**src/rtl/core/mmr_pkg.sv**
```systemverilog
// Shared types, constants and helpers for the mailbox message reassembler.
package mmr_pkg;

    localparam int unsigned BYTE_W    = 8;
    localparam int unsigned LANES     = 4;
    localparam int unsigned LEN_W     = 8;
    localparam int unsigned CHUNK_W   = 5;
    localparam int unsigned IN_DATA_W = 32;
    localparam int unsigned OUT_DATA_W = 56;
    localparam logic [6:0] SIZE_MASK  = 7'h7F;
    localparam logic [7:0] FIRST_FRAME = 8'h01;

    typedef enum logic [1:0] {
        ST_IDLE,
        ST_EVAL,
        ST_STREAM
    } state_t;

    typedef struct packed {
        logic in_ready;
        logic load_incomplete;
        logic load_chunk;
        logic advance;
    } ctrl_t;

    // floor(v / 3) for a 7-bit value, by reciprocal multiply
    function automatic logic [5:0] div3_7(input logic [6:0] v);
        logic [12:0] prod;
        prod = 13'(v) * 13'd43;
        return prod[12:7];
    endfunction

endpackage

```
**src/rtl/core/mailbox_message_reassembler_unit.sv**
```systemverilog
// Mailbox message reassembler: frame decode, lane-split payload store and chunk readback.
// A request passes the evaluate state before its incomplete status enters the output register;
// a completed message passes the evaluate state and the stream state (store read register)
// before its first chunk is loaded. A new request is taken only in idle, once the previous
// one is done; readback is one store row (four bytes) per cycle while the output is free.
// Reset (asynchronous, active low) clears the state, frame counters, length, id, chunk index
// and output valid; the payload store is not cleared and no clearing pass is needed.
module mailbox_message_reassembler_unit #(
    parameter int unsigned PAYLOAD_DEPTH = 128
) (
    input  logic                           clk,
    input  logic                           rst_n,
    input  logic                           s_axis_tvalid,
    output logic                           s_axis_tready,
    // head_byte, second_byte, third_byte, fourth_byte
    input  logic [mmr_pkg::IN_DATA_W-1:0]  s_axis_tdata,
    output logic                           m_axis_tvalid,
    input  logic                           m_axis_tready,
    // message_id, message_length, chunk_number, chunk_byte_a, chunk_byte_b,
    // chunk_byte_c, chunk_byte_d, zero pad
    output logic [mmr_pkg::OUT_DATA_W-1:0] m_axis_tdata,
    // complete
    output logic                           m_axis_tuser,
    output logic                           m_axis_tlast
);
    import mmr_pkg::*;

    localparam int unsigned ROWS  = (PAYLOAD_DEPTH + 3) / 4;
    localparam int unsigned ROW_W = (ROWS > 1) ? $clog2(ROWS) : 1;
    localparam logic [LEN_W-1:0] DEPTH_L = LEN_W'(PAYLOAD_DEPTH);

    state_t state_reg, state_next;
    ctrl_t  ctrl;

    logic [LEN_W-1:0]   wp_reg, wp_next;
    logic [BYTE_W-1:0]  id_reg, id_next;
    logic [7:0]         exp_reg, exp_next;
    logic [7:0]         rcv_reg, rcv_next;
    logic [CHUNK_W-1:0] k_reg, k_next;

    logic in_acc;
    logic out_free;
    logic is_start;
    logic [6:0] size;
    logic [1:0] n_cand;
    logic [LEN_W-1:0] base;
    logic [LEN_W-1:0] pos;
    logic [BYTE_W-1:0] cand [3];

    logic [LANES-1:0] lane_we;
    logic [BYTE_W-1:0] lane_wdata [LANES];
    logic [ROW_W-1:0]  lane_wrow  [LANES];
    logic [ROW_W-1:0]  rd_row;
    logic [BYTE_W-1:0] rd_data_reg [LANES];

    logic [CHUNK_W-1:0] last_k;
    logic [LEN_W-1:0]   lane_pos [LANES];
    logic [BYTE_W-1:0]  chunk_byte [LANES];

    logic               out_valid_reg;
    logic               out_complete_reg;
    logic               out_last_reg;
    logic [BYTE_W-1:0]  out_id_reg;
    logic [LEN_W-1:0]   out_len_reg;
    logic [CHUNK_W-1:0] out_chunk_reg;
    logic [BYTE_W-1:0]  out_byte_reg [LANES];

    assign in_acc   = s_axis_tvalid & s_axis_tready;
    assign out_free = ~out_valid_reg | m_axis_tready;

    // frame decode, byte placement and frame counting
    always_comb
    begin
        is_start = ~s_axis_tdata[7];
        size     = s_axis_tdata[6:0] & SIZE_MASK;
        if (is_start)
        begin
            base    = '0;
            n_cand  = (size > 7'd1) ? 2'd2 : ((size > 7'd0) ? 2'd1 : 2'd0);
            cand[0] = s_axis_tdata[23:16];
            cand[1] = s_axis_tdata[31:24];
            cand[2] = '0;
        end
        else
        begin
            base    = wp_reg;
            n_cand  = 2'd3;
            cand[0] = s_axis_tdata[15:8];
            cand[1] = s_axis_tdata[23:16];
            cand[2] = s_axis_tdata[31:24];
        end
        lane_we = '0;
        for (int l = 0; l < LANES; l++)
        begin
            lane_wdata[l] = '0;
            lane_wrow[l]  = '0;
        end
        wp_next = wp_reg;
        if (in_acc)
        begin
            wp_next = base;
        end
        for (int j = 0; j < 3; j++)
        begin
            pos = base + LEN_W'(j);
            if (in_acc && (2'(j) < n_cand) && (pos < DEPTH_L))
            begin
                lane_we[pos[1:0]]    = 1'b1;
                lane_wdata[pos[1:0]] = cand[j];
                lane_wrow[pos[1:0]]  = pos[ROW_W+1:2];
                wp_next              = pos + LEN_W'(1);
            end
        end
        id_next  = id_reg;
        exp_next = exp_reg;
        rcv_next = rcv_reg;
        if (in_acc)
        begin
            if (is_start)
            begin
                id_next  = s_axis_tdata[15:8];
                exp_next = FIRST_FRAME + 8'(div3_7(size));
                rcv_next = FIRST_FRAME;
            end
            else
            begin
                rcv_next = rcv_reg + 8'd1;
            end
        end
    end

    // next state
    always_comb
    begin
        state_next = state_reg;
        case (state_reg)
            ST_IDLE:
            begin
                if (in_acc)
                    state_next = ST_EVAL;
            end
            ST_EVAL:
            begin
                if (rcv_reg == exp_reg)
                    state_next = ST_STREAM;
                else if (out_free)
                    state_next = ST_IDLE;
            end
            ST_STREAM:
            begin
                if (out_free && (k_reg == last_k))
                    state_next = ST_IDLE;
            end
            default:
                state_next = ST_IDLE;
        endcase
    end

    // control outputs
    always_comb
    begin
        ctrl = '0;
        case (state_reg)
            ST_IDLE:
                ctrl.in_ready = 1'b1;
            ST_EVAL:
                ctrl.load_incomplete = (rcv_reg != exp_reg) & out_free;
            ST_STREAM:
            begin
                ctrl.load_chunk = out_free;
                ctrl.advance    = out_free & (k_reg != last_k);
            end
            default:
                ctrl = '0;
        endcase
    end

    assign s_axis_tready = ctrl.in_ready;

    assign last_k = (wp_reg == '0) ? '0 : CHUNK_W'((wp_reg - LEN_W'(1)) >> 2);

    always_comb
    begin
        if (ctrl.advance)
            k_next = k_reg + CHUNK_W'(1);
        else if (state_reg == ST_STREAM)
            k_next = ctrl.load_chunk ? '0 : k_reg;
        else
            k_next = '0;
    end

    assign rd_row = k_next[ROW_W-1:0];

    // payload store, one memory per byte lane
    for (genvar l = 0; l < LANES; l++)
    begin : g_lane
        logic [BYTE_W-1:0] lane_mem [ROWS];

        always_ff @(posedge clk)
        begin
            if (lane_we[l])
                lane_mem[lane_wrow[l]] <= lane_wdata[l];
            rd_data_reg[l] <= lane_mem[rd_row];
        end

        assign lane_pos[l]   = LEN_W'({k_reg, 2'(l)});
        assign chunk_byte[l] = (lane_pos[l] < wp_reg) ? rd_data_reg[l] : '0;
    end

    always_ff @(posedge clk or negedge rst_n)
    begin
        if (!rst_n)
        begin
            state_reg     <= ST_IDLE;
            wp_reg        <= '0;
            id_reg        <= '0;
            exp_reg       <= '0;
            rcv_reg       <= '0;
            k_reg         <= '0;
            out_valid_reg <= 1'b0;
        end
        else
        begin
            state_reg <= state_next;
            wp_reg    <= wp_next;
            id_reg    <= id_next;
            exp_reg   <= exp_next;
            rcv_reg   <= rcv_next;
            k_reg     <= k_next;
            if (ctrl.load_incomplete || ctrl.load_chunk)
                out_valid_reg <= 1'b1;
            else if (m_axis_tready)
                out_valid_reg <= 1'b0;
        end
    end

    always_ff @(posedge clk)
    begin
        if (ctrl.load_incomplete)
        begin
            out_complete_reg <= 1'b0;
            out_last_reg     <= 1'b1;
            out_id_reg       <= id_reg;
            out_len_reg      <= wp_reg;
            out_chunk_reg    <= '0;
            for (int l = 0; l < LANES; l++)
                out_byte_reg[l] <= '0;
        end
        else if (ctrl.load_chunk)
        begin
            out_complete_reg <= 1'b1;
            out_last_reg     <= (k_reg == last_k);
            out_id_reg       <= id_reg;
            out_len_reg      <= wp_reg;
            out_chunk_reg    <= k_reg;
            for (int l = 0; l < LANES; l++)
                out_byte_reg[l] <= chunk_byte[l];
        end
    end

    assign m_axis_tvalid = out_valid_reg;
    assign m_axis_tuser  = out_complete_reg;
    assign m_axis_tlast  = out_last_reg;
    assign m_axis_tdata  = {3'b000, out_byte_reg[3], out_byte_reg[2], out_byte_reg[1],
                            out_byte_reg[0], out_chunk_reg, out_len_reg, out_id_reg};

    // stored length never passes the store depth
    a_wp_bound: assert property (@(posedge clk) disable iff (!rst_n)
        wp_reg <= DEPTH_L)
        else $error("write position beyond store depth");

    // readback never walks past the last chunk
    a_chunk_bound: assert property (@(posedge clk) disable iff (!rst_n)
        (state_reg == ST_STREAM) |-> (k_reg <= last_k))
        else $error("chunk index past message end");

    // an accepted request is always evaluated next
    a_eval_follows: assert property (@(posedge clk) disable iff (!rst_n)
        in_acc |=> (state_reg == ST_EVAL))
        else $error("request not evaluated");

    // an incomplete status is always the only result of its request
    a_incomplete_last: assert property (@(posedge clk) disable iff (!rst_n)
        (out_valid_reg && !out_complete_reg) |-> out_last_reg)
        else $error("incomplete status without last");

endmodule

```
**config.mk**
```make
export PLATFORM = sky130hd
export DESIGN_NAME = mailbox_message_reassembler_unit
export DESIGN_NICKNAME = d
export VERILOG_FILES = /design/src/rtl/core/mmr_pkg.sv /design/src/rtl/core/mailbox_message_reassembler_unit.sv
export SDC_FILE = /design/constraint.sdc
export NUM_CORES = 2
export LEC_CHECK = 0
export BUFFER_PORTS_ARGS = -buffer_cell sky130_fd_sc_hd__buf_4
export CORE_ASPECT_RATIO = 0.9
export CORE_MARGIN = 2
export CORE_UTILIZATION = 67
export CTS_CLUSTER_DIAMETER = 120
export DETAILED_ROUTE_END_ITERATION = 10
export PLACE_DENSITY = 0.83
export SLEW_MARGIN = 20
export SYNTH_ARGS = -nofsm -noshare
export SYNTH_HDL_FRONTEND = slang
export SYNTH_SLANG_ARGS = --single-unit
export TNS_END_PERCENT = 1
```
**constraint.sdc**
```tcl
create_clock -name clk -period 10.6 [get_ports clk]
set_input_delay 1.59 -clock clk [delete_from_list [all_inputs] [get_ports clk]]
set_output_delay 1.59 -clock clk [all_outputs]
set_load 0.03 [all_outputs]
```
==> impl_metrics.json <==
{
  "yosys_most_used_dff": "edfxtp_1",
  "grt_antenna_before_repair": 3,
  "rsz0062_at_grt": "false",
  "dpl-instance-area_um2": 50110,
  "pin_count": 96,
  "status": "completed",
  "clkTransAtPathRegs_ps": 60,
  "drt-wirelength-per-cell_um": 26.00,
  "core_um2": 71680,
  "synth_top_family_by_area": "simple AND/OR/NAND/NOR gates",
  "ant_nets": 0,
  "cp_slowest_stage_delay_ps": 850,
  "final_common_cell": "edfxtp_1",
  "dr.pass1.iters": 7,
  "slew_headroom_pct": 21.00,
  "cts-htree-levels": 3,
  "synth_xor_area_share_pct": 0.8653,
  "cts_tree": "yes",
  "p_sw_share_pct": 27.23,
  "synth.distinct_cells": 75,
  "setup_viol_count_final": 0,
  "switching_power_w": 0.002966,
  "crit_path_max_fanout": 17,
  "p_clk_share_pct": 34.7,
  "drive_above_1_share_pct": 13.17,
  "synth-simple-area-share_pct": 11.67,
  "cts-hold-fix-buffers": 0,
  "grt_use_total_pct": 33.75,
  "cp.arrival_ps": 6690,
  "p_comb_share_pct": 14.4,
  "syn_inst": 3796,
  "final_cell_area_um2": 53630,
  "area_growth_pct": 10.38,
  "seq_area_frac_synth_pct": 69.87,
  "async_flop_share_pct": 3.391,
  "pwr-share-seq_pct": 50.8,
  "die_y_um": 259.5,
  "postSynthAreaPerCell_um2": 12.80,
  "leakage_nw": 18.61,
  "cts_buffers": 106,
  "grt_pass1_wl_um": 187600,
  "worst_setup_path_start_kind": "input pin",
  "fin_tns_setup_ps": 0,
  "cts_buffer_depth": 3,
  "synth_edf_count": 1072,
  "fillers": 4297,
  "grt_pass1_vias": 31030,
  "end_kind": "register",
  "worstPathRequired_ps": 10920,
  "finalHoldViolations": 0,
  "finalWirelength_um": 126600,
  "fin_crit_sh_pct": 60.09,
  "vias": 32410,
  "drc": 0,
  "fmax_mhz": 157.0,
  "clock-sinks": 1150,
  "peakVddDrop_mv": 0.1648,
  "dpl.hpwl_um": 75570,
  "io_buffers": 92,
  "path_cells": "buf_4 > and2_1 > ha_1 > nand3_1 > nor4_1 > xnor2_1 > nor2_1 > a31oi_1 > nand3_1 > o211ai_1 > o21a_1 > nand3b_1 > nor2_1",
  "critPathKind": "input pin to register",
  "maxSlewViolCount": 0,
  "ys_warn_count": 0,
  "synthAdderAreaFrac_pct": 1.638,
  "cts_resized": 0,
  "postCtsSetupBuffers": 0,
  "hold_ws_ps": 451.7,
  "grt_max_degree": 197,
  "internal-power_w": 0.007927,
  "power.density_nw_per_um2": 203.1,
  "synth.mux.area_fraction_pct": 3.719,
  "fp.dieW_um": 287.9,
  "tightest_slew_ps": 1177,
  "cp_slowest_cell": "nor2_1",
  "cts_root_buf": "clkbuf_16",
  "vias_per_cell": 6.656,
  "hp-class": "register to register",
  "place_congestion": 0.9998,
  "clock-skew-final_ps": 25.78,
  "cap_violations": 0,
  "ys_ff_latch": 1150,
  "grt_overflow": 0,
  "dieArea_um2": 74690,
  "drt_first_iter_violations": 4798,
  "synth-compound-area-share_pct": 9.830,
  "largest_register_ffs": 1024,
  "initial_utilization_pct": 67.78,
  "fin_util_pct": 74.82,
  "num-nets-final": 3920,
  "crit_family": "simple AND/OR/NAND/NOR gates",
  "insertion_delay_ps": 690,
  "crit_buf_inv": 1,
  "finalWorstPathRequiredPeriod_ps": 6369,
  "rows": 93,
  "syn_area_um2": 48590,
  "final_cell_mix": "edfxtp_1, nand2_1, a21oi_1"
}
## cell usage after synthesis (8+ instances only)
master	count	area [µm²]
a21o_1	47	352.8
a21oi_1	421	2107
a22oi_1	42	315.3
a31oi_1	8	50.05
and2_1	30	187.7
and3_1	8	50.05
buf_1	38	142.6
buf_2	52	260.3
clkbuf_1	143	536.8
dfrtp_1	39	975.9
dfxtp_1	39	780.8
edfxtp_1	1072	32190
ha_1	54	675.7
inv_1	51	191.4
mux2_1	17	191.4
mux2_2	139	1565
nand2_1	799	2999
nand3_1	117	585.6
nand4_1	13	81.33
nor2_1	210	788.3
nor3_1	13	65.06
nor4_1	40	250.2
o21ai_0	25	125.1
o221ai_1	34	297.8
o22a_1	32	280.3
o31ai_1	67	503.0
o32ai_1	33	289.0
or3_1	69	431.7
xnor2_1	30	262.8
xor2_1	18	157.7
## worst paths after layout
path	startpoint	end	slack [ps]	cells after the start
min in group asynchronous	rst_n	k_reg[1]	880	1
worst min register to register	id_reg[2]	out_id_reg[2]	450	0
max in group asynchronous	rst_n	exp_reg[6]	9320	1
worst max-delay path	s_axis_tdata[7]	g_lane[3].lane_mem[24][4]	4230	13
worst max register to register	wp_reg[2]	g_lane[3].lane_mem[24][4]	4540	12
worst min-delay path	id_reg[2]	out_id_reg[2]	450	0
## routing by layer
| metal | share of wire [%] | track usage, % |
|---|---|---|
| met1 | 37 | 45.85 |
| met2 | 46 | 53.19 |
| met3 | 12 | 7.232 |
| met4 | 5.4 | 15.14 |
| met5 | 0.013 | 0 |
## through the flow
step           setup WS (ps)  power, W  cells
2_1_floorplan           4831  0.006486   3798
3_3_place_gp            4028  0.007109   4665
3_5_place_dp            3872  0.007146   4665
4_1_cts                 4594   0.01086   4867
5_1_grt                 3922   0.01117   4869
6_report                4231   0.01089   4870
## layout make-up
| class | instances | area (µm²) | share of cell area (%) |
|---|---|---|---|
| timing repair buffer | 155 | 1184 | 2.207 |
| multi-input combinational | 2358 | 13620 | 25.40 |
| inverter | 53 | 214.0 | 0.3989 |
| sequential | 1150 | 33950 | 63.30 |
| tap | 950 | 1189 | 2.216 |
| clock inverter | 67 | 606.8 | 1.131 |
| clock buffer | 135 | 2864 | 5.340 |
| antenna | 2 | 5.005 | 0.009332 |
## logic make-up after synthesis
family          Yosys count
flops                  1150
fa+ha+maj                60
other cells               1
buf+inv                 290
mux                     161
simple gates           1329
compound gates          757
xor+xnor                 48
## power groups by stage
stage | logic (W) | clock network, W | registers (W)
4_1_cts | 0.00154 | 0.00379 | 0.00553
6_report | 0.00157 | 0.00378 | 0.00554
3_3_place_gp | 0.00149 | 0 | 0.00562
5_1_grt | 0.00165 | 0.00397 | 0.00555
2_1_floorplan | 0.000789 | 0 | 0.00570
3_5_place_dp | 0.00152 | 0 | 0.00563
No activity file was read; power rests on OpenSTA's default activity.
